--- src/hw/rtl/hpid_pkg.sv ---
// Types, widths and codes shared by the heater PID blocks.
package hpid_pkg;

  localparam int unsigned TEMP_W     = 16;
  localparam int unsigned GAIN_W     = 16;
  localparam int unsigned ES_W       = 24;
  localparam int unsigned FD_W       = 32;
  localparam int unsigned DUTY_W     = 7;
  localparam int unsigned FRAC_BITS  = 12;
  localparam int unsigned PWR_W      = 8 + FRAC_BITS;
  localparam int unsigned SUM_W      = TEMP_W + 2;
  localparam int unsigned MAG_W      = SUM_W - 1;
  localparam int unsigned ERR_W      = TEMP_W + 1;
  localparam int unsigned MUL_A_W    = 34;
  localparam int unsigned MUL_B_W    = 18;
  localparam int unsigned PROD_W     = MUL_A_W + MUL_B_W;
  localparam int unsigned ACC_W      = 44;
  localparam int unsigned APB_DW     = 32;
  localparam int unsigned APB_AW     = 5;
  localparam int unsigned IN_DATA_W  = 3 * TEMP_W;
  localparam int unsigned OUT_DATA_W = 24;
  localparam int unsigned OUT_USER_W = 2;

  localparam logic [TEMP_W-1:0] TARGET_RST = 16'd0;
  localparam logic [TEMP_W-1:0] CUTOFF_RST = 16'd1600;
  localparam logic [TEMP_W-1:0] VLOW_RST   = 16'd0;
  localparam logic [TEMP_W-1:0] VHIGH_RST  = 16'd1600;

  typedef enum logic [2:0] {
    REG_TARGET,
    REG_CUTOFF,
    REG_VLOW,
    REG_VHIGH,
    REG_GAIN_P,
    REG_GAIN_I,
    REG_GAIN_D,
    REG_ILIMIT
  } reg_idx_e;

  typedef enum logic [2:0] {
    MUL_FD_K,
    MUL_GD_DM,
    MUL_RAW_K,
    MUL_GP_ERR,
    MUL_GI_ES
  } mul_sel_e;

  typedef enum logic [1:0] {
    DS_HOLD,
    DS_LOAD,
    DS_ADD
  } ds_op_e;

  typedef enum logic [1:0] {
    ACC_HOLD,
    ACC_LOAD,
    ACC_ADD,
    ACC_SUB_FD
  } acc_op_e;

  typedef struct packed {
    logic signed [TEMP_W-1:0] target_temp;
    logic signed [TEMP_W-1:0] cutoff_temp;
    logic signed [TEMP_W-1:0] valid_low_temp;
    logic signed [TEMP_W-1:0] valid_high_temp;
    logic [GAIN_W-1:0]        gain_p;
    logic [GAIN_W-1:0]        gain_i;
    logic [GAIN_W-1:0]        gain_d;
    logic [ES_W-1:0]          integral_limit;
  } cfg_t;

  typedef struct packed {
    logic     load;
    logic     avg_en;
    logic     dec_en;
    mul_sel_e mul_sel;
    ds_op_e   ds_op;
    acc_op_e  acc_op;
    logic     fd_en;
    logic     out_ld;
  } dp_cmd_t;

  typedef struct packed {
    logic trip;
  } dp_sts_t;

endpackage

--- src/hw/rtl/hpid_regs.sv ---
// Configuration register file with APB-style access.
module hpid_regs import hpid_pkg::*; (
  input  logic              clk_i,
  input  logic              rst_ni,
  input  logic              psel,
  input  logic              penable,
  input  logic              pwrite,
  input  logic [APB_AW-1:0] paddr,
  input  logic [APB_DW-1:0] pwdata,
  output logic [APB_DW-1:0] prdata,
  output logic              pready,
  output cfg_t              cfg_o,
  output logic              tgt_wr_o
);

  cfg_t     cfg_q;
  reg_idx_e idx;
  logic     wr;

  assign pready   = 1'b1;
  assign idx      = reg_idx_e'(paddr[APB_AW-1:2]);
  assign wr       = psel & penable & pwrite & pready;
  assign tgt_wr_o = wr && (idx == REG_TARGET);
  assign cfg_o    = cfg_q;

  always_ff @(posedge clk_i or negedge rst_ni) begin
    if (!rst_ni) begin
      cfg_q.target_temp     <= TARGET_RST;
      cfg_q.cutoff_temp     <= CUTOFF_RST;
      cfg_q.valid_low_temp  <= VLOW_RST;
      cfg_q.valid_high_temp <= VHIGH_RST;
      cfg_q.gain_p          <= '0;
      cfg_q.gain_i          <= '0;
      cfg_q.gain_d          <= '0;
      cfg_q.integral_limit  <= '0;
    end else if (wr) begin
      unique case (idx)
        REG_TARGET: cfg_q.target_temp     <= pwdata[TEMP_W-1:0];
        REG_CUTOFF: cfg_q.cutoff_temp     <= pwdata[TEMP_W-1:0];
        REG_VLOW:   cfg_q.valid_low_temp  <= pwdata[TEMP_W-1:0];
        REG_VHIGH:  cfg_q.valid_high_temp <= pwdata[TEMP_W-1:0];
        REG_GAIN_P: cfg_q.gain_p          <= pwdata[GAIN_W-1:0];
        REG_GAIN_I: cfg_q.gain_i          <= pwdata[GAIN_W-1:0];
        REG_GAIN_D: cfg_q.gain_d          <= pwdata[GAIN_W-1:0];
        REG_ILIMIT: cfg_q.integral_limit  <= pwdata[ES_W-1:0];
      endcase
    end
  end

  always_comb begin
    unique case (idx)
      REG_TARGET: prdata = {{(APB_DW-TEMP_W){1'b0}}, cfg_q.target_temp};
      REG_CUTOFF: prdata = {{(APB_DW-TEMP_W){1'b0}}, cfg_q.cutoff_temp};
      REG_VLOW:   prdata = {{(APB_DW-TEMP_W){1'b0}}, cfg_q.valid_low_temp};
      REG_VHIGH:  prdata = {{(APB_DW-TEMP_W){1'b0}}, cfg_q.valid_high_temp};
      REG_GAIN_P: prdata = {{(APB_DW-GAIN_W){1'b0}}, cfg_q.gain_p};
      REG_GAIN_I: prdata = {{(APB_DW-GAIN_W){1'b0}}, cfg_q.gain_i};
      REG_GAIN_D: prdata = {{(APB_DW-GAIN_W){1'b0}}, cfg_q.gain_d};
      REG_ILIMIT: prdata = {{(APB_DW-ES_W){1'b0}}, cfg_q.integral_limit};
    endcase
  end

endmodule

--- src/hw/rtl/hpid_ctrl.sv ---
// Sequencer for one control tick: average, decide, multiply steps, result.
module hpid_ctrl import hpid_pkg::*; (
  input  logic    clk_i,
  input  logic    rst_ni,
  input  logic    in_valid_i,
  output logic    in_ready_o,
  output logic    out_valid_o,
  input  logic    out_ready_i,
  input  dp_sts_t sts_i,
  output dp_cmd_t cmd_o
);

  typedef enum logic [3:0] {
    ST_IDLE,
    ST_AVG,
    ST_DEC,
    ST_M1,
    ST_M2,
    ST_M3,
    ST_M4,
    ST_M5,
    ST_M6,
    ST_FIN
  } state_e;

  state_e state_q;
  logic   out_valid_q;
  logic   out_ld;

  assign in_ready_o  = (state_q == ST_IDLE);
  assign out_valid_o = out_valid_q;
  // load the result word only once the output slot is free or being drained
  assign out_ld      = (state_q == ST_FIN) && (!out_valid_q || out_ready_i);

  always_comb begin
    cmd_o        = '0;
    cmd_o.out_ld = out_ld;
    unique case (state_q)
      ST_IDLE: cmd_o.load = in_valid_i;
      ST_AVG:  cmd_o.avg_en = 1'b1;
      ST_DEC: begin
        cmd_o.dec_en  = 1'b1;
        cmd_o.mul_sel = MUL_FD_K;
      end
      ST_M1: begin
        cmd_o.mul_sel = MUL_GD_DM;
        cmd_o.ds_op   = DS_LOAD;
      end
      ST_M2: cmd_o.mul_sel = MUL_RAW_K;
      ST_M3: begin
        cmd_o.mul_sel = MUL_GP_ERR;
        cmd_o.ds_op   = DS_ADD;
      end
      ST_M4: begin
        cmd_o.mul_sel = MUL_GI_ES;
        cmd_o.acc_op  = ACC_LOAD;
        cmd_o.fd_en   = 1'b1;
      end
      ST_M5:   cmd_o.acc_op = ACC_ADD;
      ST_M6:   cmd_o.acc_op = ACC_SUB_FD;
      ST_FIN:  ;
      default: ;
    endcase
  end

  always_ff @(posedge clk_i or negedge rst_ni) begin
    if (!rst_ni) begin
      state_q     <= ST_IDLE;
      out_valid_q <= 1'b0;
    end else begin
      if (out_ld) begin
        out_valid_q <= 1'b1;
      end else if (out_ready_i) begin
        out_valid_q <= 1'b0;
      end
      unique case (state_q)
        ST_IDLE: if (in_valid_i) state_q <= ST_AVG;
        ST_AVG:  state_q <= ST_DEC;
        ST_DEC:  state_q <= sts_i.trip ? ST_FIN : ST_M1;
        ST_M1:   state_q <= ST_M2;
        ST_M2:   state_q <= ST_M3;
        ST_M3:   state_q <= ST_M4;
        ST_M4:   state_q <= ST_M5;
        ST_M5:   state_q <= ST_M6;
        ST_M6:   state_q <= ST_FIN;
        ST_FIN:  if (out_ld) state_q <= ST_IDLE;
        default: state_q <= ST_IDLE;
      endcase
    end
  end

endmodule

--- src/hw/rtl/hpid_dp.sv ---
// Datapath: sensor average, cutoff and window checks, shared multiplier, PID state.
module hpid_dp import hpid_pkg::*; #(
  parameter int unsigned SENSOR_COUNT    = 3,
  parameter int unsigned MAX_POWER       = 255,
  parameter int unsigned DERIV_SMOOTH_Q8 = 243
) (
  input  logic              clk_i,
  input  logic              rst_ni,
  input  cfg_t              cfg_i,
  input  logic              tgt_wr_i,
  input  dp_cmd_t           cmd_i,
  output dp_sts_t           sts_o,
  input  logic [TEMP_W-1:0] sensor_temp_0_i,
  input  logic [TEMP_W-1:0] sensor_temp_1_i,
  input  logic [TEMP_W-1:0] sensor_temp_2_i,
  output logic [DUTY_W-1:0] heater_duty_o,
  output logic [TEMP_W-1:0] average_temp_o,
  output logic              cutoff_active_o,
  output logic              out_of_window_o
);

  localparam logic [MAG_W-1:0]   RECIP3 = MAG_W'(((1 << MAG_W) + 2) / 3);
  localparam logic [MUL_B_W-1:0] K_B    = MUL_B_W'(DERIV_SMOOTH_Q8);
  localparam logic [MUL_B_W-1:0] KC_B   = MUL_B_W'(256 - DERIV_SMOOTH_Q8);
  localparam logic [PWR_W-1:0]   PMAX   = PWR_W'(MAX_POWER) << FRAC_BITS;

  // PID state
  logic [ES_W-1:0]   error_sum_q;
  logic [TEMP_W-1:0] prev_q;
  logic [FD_W-1:0]   fd_q;
  logic              tripped_q;

  // per-tick working registers
  logic [SUM_W-1:0]  sum_q;
  logic [TEMP_W-1:0] avg_q;
  logic [ERR_W-1:0]  err_q;
  logic [ERR_W-1:0]  dmeas_q;
  logic              trip_q;
  logic              oow_q;
  logic [PROD_W-1:0] prod_q;
  logic [ACC_W-1:0]  dsum_q;
  logic [ACC_W-1:0]  acc_q;
  logic [DUTY_W-1:0] duty_q;
  logic [TEMP_W-1:0] avg_out_q;
  logic              cut_q;
  logic              oow_out_q;

  logic [SUM_W-1:0]   sum_d;
  logic [SUM_W-1:0]   s0, s1, s2;
  logic [SUM_W-1:0]   mag_full;
  logic [MAG_W-1:0]   mag;
  logic [2*MAG_W-1:0] qprod;
  logic [MAG_W-1:0]   quot;
  logic [MAG_W-1:0]   quot_neg;
  logic [TEMP_W-1:0]  avg_d;

  logic [TEMP_W-1:0] tgt;
  logic [ERR_W-1:0]  err_d;
  logic [ERR_W-1:0]  dmeas_d;
  logic [ES_W+1:0]   es_sum;
  logic [ES_W-1:0]   es_clamp;
  logic              trip;
  logic              in_win;

  logic [MUL_A_W-1:0] mul_a;
  logic [MUL_B_W-1:0] mul_b;
  logic [PROD_W-1:0]  prod_d;
  logic [ACC_W-1:0]   dsr;
  logic               fd_ovf;
  logic [FD_W-1:0]    fd_sat;
  logic [PWR_W-1:0]   pclamp;

  // unused channels of the sample word are dropped
  assign s0    = {{2{sensor_temp_0_i[TEMP_W-1]}}, sensor_temp_0_i};
  assign s1    = (SENSOR_COUNT > 1) ? {{2{sensor_temp_1_i[TEMP_W-1]}}, sensor_temp_1_i} : '0;
  assign s2    = (SENSOR_COUNT > 2) ? {{2{sensor_temp_2_i[TEMP_W-1]}}, sensor_temp_2_i} : '0;
  assign sum_d = s0 + s1 + s2;

  // divide by the sensor count on the magnitude so the result truncates toward zero
  always_comb begin
    mag_full = sum_q[SUM_W-1] ? (SUM_W'(0) - sum_q) : sum_q;
    mag      = mag_full[MAG_W-1:0];
    qprod    = mag * RECIP3;
    if (SENSOR_COUNT == 3) begin
      quot = qprod[2*MAG_W-1:MAG_W];
    end else if (SENSOR_COUNT == 2) begin
      quot = mag >> 1;
    end else begin
      quot = mag;
    end
    quot_neg = MAG_W'(0) - quot;
    avg_d    = sum_q[SUM_W-1] ? quot_neg[TEMP_W-1:0] : quot[TEMP_W-1:0];
  end

  always_comb begin
    trip    = $signed(avg_q) > $signed(cfg_i.cutoff_temp);
    in_win  = ($signed(avg_q) > $signed(cfg_i.valid_low_temp)) &&
              ($signed(avg_q) < $signed(cfg_i.valid_high_temp));
    tgt     = tripped_q ? '0 : cfg_i.target_temp;
    err_d   = {tgt[TEMP_W-1], tgt} - {avg_q[TEMP_W-1], avg_q};
    dmeas_d = {avg_q[TEMP_W-1], avg_q} - {prev_q[TEMP_W-1], prev_q};
    es_sum  = {2'b00, error_sum_q} + {{(ES_W+2-ERR_W){err_d[ERR_W-1]}}, err_d};
    if (es_sum[ES_W+1]) begin
      es_clamp = '0;
    end else if (es_sum[ES_W:0] > {1'b0, cfg_i.integral_limit}) begin
      es_clamp = cfg_i.integral_limit;
    end else begin
      es_clamp = es_sum[ES_W-1:0];
    end
  end

  assign sts_o.trip = trip;

  // shared signed multiplier, operands picked by the sequencer
  always_comb begin
    unique case (cmd_i.mul_sel)
      MUL_FD_K: begin
        mul_a = {{(MUL_A_W-FD_W){fd_q[FD_W-1]}}, fd_q};
        mul_b = K_B;
      end
      MUL_GD_DM: begin
        mul_a = {{(MUL_A_W-ERR_W){dmeas_q[ERR_W-1]}}, dmeas_q};
        mul_b = {{(MUL_B_W-GAIN_W){1'b0}}, cfg_i.gain_d};
      end
      MUL_RAW_K: begin
        mul_a = prod_q[MUL_A_W-1:0];
        mul_b = KC_B;
      end
      MUL_GP_ERR: begin
        mul_a = {{(MUL_A_W-ERR_W){err_q[ERR_W-1]}}, err_q};
        mul_b = {{(MUL_B_W-GAIN_W){1'b0}}, cfg_i.gain_p};
      end
      MUL_GI_ES: begin
        mul_a = {{(MUL_A_W-ES_W){1'b0}}, error_sum_q};
        mul_b = {{(MUL_B_W-GAIN_W){1'b0}}, cfg_i.gain_i};
      end
      default: begin
        mul_a = '0;
        mul_b = '0;
      end
    endcase
  end

  assign prod_d = $signed(mul_a) * $signed(mul_b);

  // floor divide by 256, then saturate to the filter register
  always_comb begin
    dsr    = $signed(dsum_q) >>> 8;
    fd_ovf = !((&dsr[ACC_W-1:FD_W-1]) || !(|dsr[ACC_W-1:FD_W-1]));
    if (fd_ovf) begin
      fd_sat = dsr[ACC_W-1] ? {1'b1, {(FD_W-1){1'b0}}} : {1'b0, {(FD_W-1){1'b1}}};
    end else begin
      fd_sat = dsr[FD_W-1:0];
    end
  end

  always_comb begin
    if (acc_q[ACC_W-1]) begin
      pclamp = '0;
    end else if (acc_q > {{(ACC_W-PWR_W){1'b0}}, PMAX}) begin
      pclamp = PMAX;
    end else begin
      pclamp = acc_q[PWR_W-1:0];
    end
  end

  always_ff @(posedge clk_i or negedge rst_ni) begin
    if (!rst_ni) begin
      error_sum_q <= '0;
      prev_q      <= '0;
      fd_q        <= '0;
      tripped_q   <= 1'b0;
    end else begin
      if (tgt_wr_i) begin
        tripped_q <= 1'b0;
      end else if (cmd_i.dec_en && trip) begin
        tripped_q <= 1'b1;
      end
      if (cmd_i.dec_en && !trip) begin
        error_sum_q <= es_clamp;
      end
      if (cmd_i.fd_en) begin
        fd_q   <= fd_sat;
        prev_q <= avg_q;
      end
    end
  end

  always_ff @(posedge clk_i) begin
    prod_q <= prod_d;
    if (cmd_i.load) begin
      sum_q <= sum_d;
    end
    if (cmd_i.avg_en) begin
      avg_q <= avg_d;
    end
    if (cmd_i.dec_en) begin
      trip_q  <= trip;
      oow_q   <= !trip && !in_win;
      err_q   <= err_d;
      dmeas_q <= dmeas_d;
    end
    unique case (cmd_i.ds_op)
      DS_LOAD: dsum_q <= prod_q[ACC_W-1:0];
      DS_ADD:  dsum_q <= dsum_q + prod_q[ACC_W-1:0];
      default: ;
    endcase
    unique case (cmd_i.acc_op)
      ACC_LOAD:   acc_q <= prod_q[ACC_W-1:0];
      ACC_ADD:    acc_q <= acc_q + prod_q[ACC_W-1:0];
      ACC_SUB_FD: acc_q <= acc_q - {{(ACC_W-FD_W){fd_q[FD_W-1]}}, fd_q};
      default:    ;
    endcase
    if (cmd_i.out_ld) begin
      duty_q    <= (trip_q || oow_q) ? '0 : pclamp[PWR_W-1:FRAC_BITS+1];
      avg_out_q <= avg_q;
      cut_q     <= tripped_q;
      oow_out_q <= oow_q;
    end
  end

  assign heater_duty_o   = duty_q;
  assign average_temp_o  = avg_out_q;
  assign cutoff_active_o = cut_q;
  assign out_of_window_o = oow_out_q;

endmodule

--- src/hw/rtl/heater_pid_with_cutoff_top.sv ---
// Operation: a PID tick steps through average, decide, the multiply states M1 to M6 and
// finish; a cutoff tick goes from decide straight to finish. The result word is registered.
// A new word is taken only in idle, so one word is processed at a time; five products share
// one 34x18 multiplier in sequence. One finished word may wait in the output register.
// Reset (rst_ni, async low) restores register defaults and clears PID state,
// the trip flag and both handshakes; no clearing pass is needed.
module heater_pid_with_cutoff_top import hpid_pkg::*; #(
  parameter int unsigned SENSOR_COUNT    = 3,
  parameter int unsigned MAX_POWER       = 255,
  parameter int unsigned DERIV_SMOOTH_Q8 = 243
) (
  input  logic                  clk_i,
  input  logic                  rst_ni,
  input  logic                  s_axis_tvalid,
  output logic                  s_axis_tready,
  // sensor_temp_0, sensor_temp_1, sensor_temp_2
  input  logic [IN_DATA_W-1:0]  s_axis_tdata,
  output logic                  m_axis_tvalid,
  input  logic                  m_axis_tready,
  // heater_duty, average_temp, zero pad
  output logic [OUT_DATA_W-1:0] m_axis_tdata,
  // cutoff_active, out_of_window
  output logic [OUT_USER_W-1:0] m_axis_tuser,
  input  logic                  psel,
  input  logic                  penable,
  input  logic                  pwrite,
  input  logic [APB_AW-1:0]     paddr,
  input  logic [APB_DW-1:0]     pwdata,
  output logic [APB_DW-1:0]     prdata,
  output logic                  pready
);

  cfg_t              cfg;
  logic              tgt_wr;
  dp_cmd_t           cmd;
  dp_sts_t           sts;
  logic [DUTY_W-1:0] heater_duty;
  logic [TEMP_W-1:0] average_temp;
  logic              cutoff_active;
  logic              out_of_window;

  hpid_regs u_regs (
    .clk_i    (clk_i),
    .rst_ni   (rst_ni),
    .psel     (psel),
    .penable  (penable),
    .pwrite   (pwrite),
    .paddr    (paddr),
    .pwdata   (pwdata),
    .prdata   (prdata),
    .pready   (pready),
    .cfg_o    (cfg),
    .tgt_wr_o (tgt_wr)
  );

  hpid_ctrl u_ctrl (
    .clk_i       (clk_i),
    .rst_ni      (rst_ni),
    .in_valid_i  (s_axis_tvalid),
    .in_ready_o  (s_axis_tready),
    .out_valid_o (m_axis_tvalid),
    .out_ready_i (m_axis_tready),
    .sts_i       (sts),
    .cmd_o       (cmd)
  );

  hpid_dp #(
    .SENSOR_COUNT    (SENSOR_COUNT),
    .MAX_POWER       (MAX_POWER),
    .DERIV_SMOOTH_Q8 (DERIV_SMOOTH_Q8)
  ) u_dp (
    .clk_i           (clk_i),
    .rst_ni          (rst_ni),
    .cfg_i           (cfg),
    .tgt_wr_i        (tgt_wr),
    .cmd_i           (cmd),
    .sts_o           (sts),
    .sensor_temp_0_i (s_axis_tdata[TEMP_W-1:0]),
    .sensor_temp_1_i (s_axis_tdata[2*TEMP_W-1:TEMP_W]),
    .sensor_temp_2_i (s_axis_tdata[3*TEMP_W-1:2*TEMP_W]),
    .heater_duty_o   (heater_duty),
    .average_temp_o  (average_temp),
    .cutoff_active_o (cutoff_active),
    .out_of_window_o (out_of_window)
  );

  assign m_axis_tdata = {{(OUT_DATA_W-DUTY_W-TEMP_W){1'b0}}, average_temp, heater_duty};
  assign m_axis_tuser = {out_of_window, cutoff_active};

endmodule

--- config.mk ---
export PLATFORM = sky130hd
export DESIGN_NAME = heater_pid_with_cutoff_top
export DESIGN_NICKNAME = d
export VERILOG_FILES = /design/src/hw/rtl/hpid_pkg.sv /design/src/hw/rtl/hpid_regs.sv /design/src/hw/rtl/hpid_ctrl.sv /design/src/hw/rtl/hpid_dp.sv /design/src/hw/rtl/heater_pid_with_cutoff_top.sv
export SDC_FILE = /design/constraint.sdc
export NUM_CORES = 2
export LEC_CHECK = 0
export BUFFER_PORTS_ARGS = -buffer_cell sky130_fd_sc_hd__buf_2
export CELL_PAD_IN_SITES_DETAIL_PLACEMENT = 0
export CELL_PAD_IN_SITES_GLOBAL_PLACEMENT = 2
export CORE_UTILIZATION = 42
export DETAILED_ROUTE_END_ITERATION = 16
export PLACE_DENSITY_LB_ADDON = 0.1
export SLEW_MARGIN = 20
export SYNTH_ARGS = -nofsm -noshare
export SYNTH_HDL_FRONTEND = slang
export SYNTH_SLANG_ARGS = --single-unit
export TNS_END_PERCENT = 10
--- constraint.sdc ---
create_clock -name clk_i -period 10.55 [get_ports clk_i]
set_clock_uncertainty 0.05 [all_clocks]
set_input_delay 0.5275 -clock clk_i [delete_from_list [all_inputs] [get_ports clk_i]]
set_output_delay 0.5275 -clock clk_i [all_outputs]
set_load 0.03 [all_outputs]
==> metrics.md <==
| Metric | Value |
|---|---|
| Status | `complete, no violations` |
| Initial Util | `0.426` |
| Floorplan row count | `127` |
| Async SR Flop Fraction | `0.485` |
| Placed cells | `7295` |
| GRT Total Usage | `0.265` |
| Clock transition at the registers of the reported paths | `0.06 ns` |
| Remaining number of nets flagged by the antenna check after routing | `0` |
| Antenna violations before repair | `1` |
| Final max-slew violation count | `0` |
| DRC viols | `0` |
| Endpoint kind of the worst setup timing path | `flop` |
| Number of synthesized flops with an enable pin | `183` |
| Data arrival time of the critical path | `10.52 ns` |
| Root Buffer Master | `sky130_fd_sc_hd__clkbuf_16` |
| Area inside the core boundary | `120000 um^2` |
| Area used by multi-input combinational logic | `35500 um^2` |
| Number of filler instances in the final layout | `11908` |
| RR Endpoint | `u_dp.prod_q[42]$_DFF_P_` |
| CTS tree | `yes` |
| Number of global-route vias before repair | `40269` |
| Placer congestion estimate | `0.874` |
| #FFs+latches synth | `441` |
| Number of optimization iterations in the first detailed-route pass | `8` |
| Slowest cell on crit path | `sky130_fd_sc_hd__and3_1` |
| Die width | `351 um` |
| Count of routing violations after the opening detailed-route iteration | `2753` |
| Total number of H-tree levels | `2` |
| Via count | `40065` |
| Overall routed net length | `161000 um` |
| R2R Setup Slk | `0.57 ns` |
| Die ar. | `124000 um^2` |
| Worst setup endpoint | `u_dp.prod_q[42]$_DFF_P_` |
| Syn-to-layout area delta | `9.47%` |
| Commonest register cell after synthesis | `sky130_fd_sc_hd__dfrtp_1` |
| Maximum number of pins on one net before global-route repair | `99` |
| RR Startpoint | `u_ctrl.state_q[3]$_DFFE_PN0P_` |
| Detail-routed net length per standard cell | `21.8 um` |
| Number of max-capacitance violations reported | `0` |
| Leading cell types in the layout, fill and taps excluded | `sky130_fd_sc_hd__inv_1, sky130_fd_sc_hd__nand2_1, sky130_fd_sc_hd__fa_1` |
| Post-synthesis sequential area ratio | `0.229` |
| Global-route congestion overflow total | `0` |
| Worst skew pair latency | `0.69 ns` |
| Maximum achievable frequency | `100 MHz` |
| Buffers from clock root to sink, at most | `3` |
| Synthesized instance count | `5654` |
| Min-delay worst type | `input pin to flop` |
| Least-Margin Pin Slew | `1.12 ns` |
| Number of distinct library cell variants in the gate-level netlist after synthesis | `87` |
| Final number of hold-violating endpoints | `0` |
| Final setup violation count | `0` |
| Sink count of the clock tree | `441` |
| Length in cells of the worst reg-to-reg path | `31` |
| Nets | `6889` |
| Total CTS buffers | `55` |
| PortBufs | `132` |
| Cell Area, Synth | `51300 um^2` |
| Most common cell after layout, fill and taps aside | `sky130_fd_sc_hd__inv_1` |
| HPWL reported at the end of detailed placement | `128000 um` |
| Final period util | `0.946` |
| Highest fanout seen on the critical path | `18` |
| Unrepaired setup endpoints after global routing | `no` |
| Wire length of the first global-routing pass | `248000 um` |
| Biggest cell delay along the critical path | `0.98 ns` |
| Filler-free cell count of the finished design | `7413` |
| IO Pins | `153` |
| Die Y-Extent | `351 um` |
| Area of all sequential standard cells | `11700 um^2` |
| Synth Warn # | `0` |
| Share of final-layout standard cells stronger than drive strength 1 | `0.0912` |
| Kind of launch point of the worst setup path | `flop` |
| Avg Vias per Cell | `5.40` |
| Final total negative setup slack | `0 ns` |
| Final min period | `9.98 ns` |
| Max-slew headroom at the worst pin | `0.256` |
| Worst Setup SP | `u_ctrl.state_q[3]$_DFFE_PN0P_` |
| Required time worst endpoint | `11.08 ns` |
| Kind of critical path | `flop to flop` |
| Syn_area_per_cell | `9.07 um^2` |
## timing repair
| action | 4_1_cts | 5_1_grt |
|---|---|---|
| gates resized for setup | 0 | 1 |
| hold buffers | 8 | 0 |
| setup endpoints to repair | 0 | 2 |
| endpoints found under the hold margin | 98 | 0 |
| buffers inserted | 0 | 4 |
## cells in the mapped netlist, types with 12 or more instances
cell type / number / area, um^2
sky130_fd_sc_hd__a22oi_1: 17 / 128
sky130_fd_sc_hd__a211oi_1: 22 / 165
sky130_fd_sc_hd__a31oi_1: 19 / 119
sky130_fd_sc_hd__nor4_1: 27 / 169
sky130_fd_sc_hd__buf_1: 12 / 45.0
sky130_fd_sc_hd__o21a_1: 45 / 338
sky130_fd_sc_hd__mux4_2: 12 / 270
sky130_fd_sc_hd__xnor2_1: 189 / 1660
sky130_fd_sc_hd__a221o_1: 13 / 130
sky130_fd_sc_hd__o31a_1: 13 / 114
sky130_fd_sc_hd__nand4_1: 42 / 263
sky130_fd_sc_hd__edfxtp_1: 183 / 5500
sky130_fd_sc_hd__o211ai_1: 14 / 105
sky130_fd_sc_hd__o21bai_1: 32 / 240
sky130_fd_sc_hd__ha_1: 488 / 6110
sky130_fd_sc_hd__mux2i_1: 42 / 420
sky130_fd_sc_hd__nand3_1: 61 / 305
sky130_fd_sc_hd__nand2b_1: 42 / 263
sky130_fd_sc_hd__buf_4: 12 / 90.1
sky130_fd_sc_hd__nor3_1: 72 / 360
sky130_fd_sc_hd__o22ai_1: 17 / 106
sky130_fd_sc_hd__a21oi_1: 302 / 1510
sky130_fd_sc_hd__dfxtp_1: 44 / 881
sky130_fd_sc_hd__xor2_1: 79 / 692
sky130_fd_sc_hd__fa_1: 556 / 11100
sky130_fd_sc_hd__clkbuf_1: 188 / 706
sky130_fd_sc_hd__a221oi_1: 40 / 350
sky130_fd_sc_hd__nand2_1: 626 / 2350
sky130_fd_sc_hd__or2_2: 12 / 75.1
sky130_fd_sc_hd__nor2b_1: 54 / 338
sky130_fd_sc_hd__mux2_2: 115 / 1290
sky130_fd_sc_hd__nor2_1: 490 / 1840
sky130_fd_sc_hd__dfrtp_1: 208 / 5200
sky130_fd_sc_hd__or3_1: 31 / 194
sky130_fd_sc_hd__a21boi_0: 19 / 143
sky130_fd_sc_hd__o31ai_1: 22 / 165
sky130_fd_sc_hd__a21o_1: 115 / 863
sky130_fd_sc_hd__o2bb2ai_1: 25 / 219
sky130_fd_sc_hd__and2_1: 27 / 169
sky130_fd_sc_hd__and3_1: 34 / 213
sky130_fd_sc_hd__o21ai_0: 238 / 1190
sky130_fd_sc_hd__inv_1: 887 / 3330
## worst max-delay path, delay by kind of cell (launching register included)
family	cells	cell delay, ns
DFF	1	0.58
and+or+nand+nor	7	2.90
xor gates and xnor gates	1	0.14
AOI/OAI and AO/OA	9	2.15
adders and majority gates	8	3.77
buffers and inverters	6	0.31
## sequential cells by signal, summed over array words and instances (netlist names), 16 cells and up
register	cells
u_dp.average_temp_o	16
u_dp.avg_q	16
u_regs.cfg_o	136
u_dp.sum_q	18
u_dp.fd_q	32
u_dp.acc_q	44
u_dp.dsum_q	44
u_dp.prod_q	44
u_dp.error_sum_q	24
u_dp.dmeas_q	17
u_dp.err_q	17
u_dp.prev_q	16
## logic make-up (layout without fill, tap and decap cells)
group	count (synthesis)	count (layout)	share of synthesized area
buffers and inverters	1110	1248	0.0823
adder cells (fa/ha/maj)	1044	1044	0.336
AND/OR/NAND/NOR	1566	1566	0.135
multiplexers	169	169	0.0387
XOR/XNOR	268	268	0.0458
flip-flops	441	441	0.229
AO/OA/AOI/OAI	1054	1054	0.133
other	2	11	0.000146
## worst min path at each step
stage | start | to | slack [ns] | cells after the start
floorplan | rst_ni | u_ctrl.out_valid_o$_DFFE_PN0P_ | 0.18 | 0
global placement | u_regs.cfg_o[117]$_DFFE_PN0P_ | u_regs.cfg_o[117]$_DFFE_PN0P_ | 0.44 | 1
detailed placement | u_regs.cfg_o[117]$_DFFE_PN0P_ | u_regs.cfg_o[117]$_DFFE_PN0P_ | 0.44 | 1
CTS | pwdata[21] | u_regs.cfg_o[21]$_DFFE_PN0P_ | 0.003 | 3
global route | pwdata[21] | u_regs.cfg_o[21]$_DFFE_PN0P_ | 0.02 | 3
finish | pwdata[21] | u_regs.cfg_o[21]$_DFFE_PN0P_ | 0.04 | 3
## stage by stage
stage / hold WS [ns] / util / setup slack (ns) / instance area [um^2]
final: 0.0432 / 0.466 / 0.568 / 56200
after global routing: 0.0239 / 0.466 / 0.147 / 56200
after CTS: 0.00280 / 0.466 / 0.470 / 56100
after detailed placement: 0.445 / 0.449 / 0.554 / 54100
after global placement: 0.437 / 0.449 / 0.505 / 54100
after floorplan: 0.182 / - / 1.49 / 51300
## final cells by class
class                           instances  area share
Antenna cell                            1   0.0000446
Clock buffer                           75      0.0282
Clock inverter                         29     0.00588
Inverter                              889      0.0594
Multi-Input combinational cell       4111       0.633
Sequential cell                       441       0.209
Tap cell                             1612      0.0359
Timing Repair Buffer                  255      0.0289
## layer usage
metal	up-vias	global-route usage	wire length, um
li1	19006	-	-
met1	19927	0.383	76400
met2	972	0.420	72700
met3	160	0.0349	8860
met4	0	0.0571	3540
met5	-	0	0
Power is left out: the tool's default activity adds up to more than one toggle a clock period on the data nets, which glitch-free logic cannot reach.
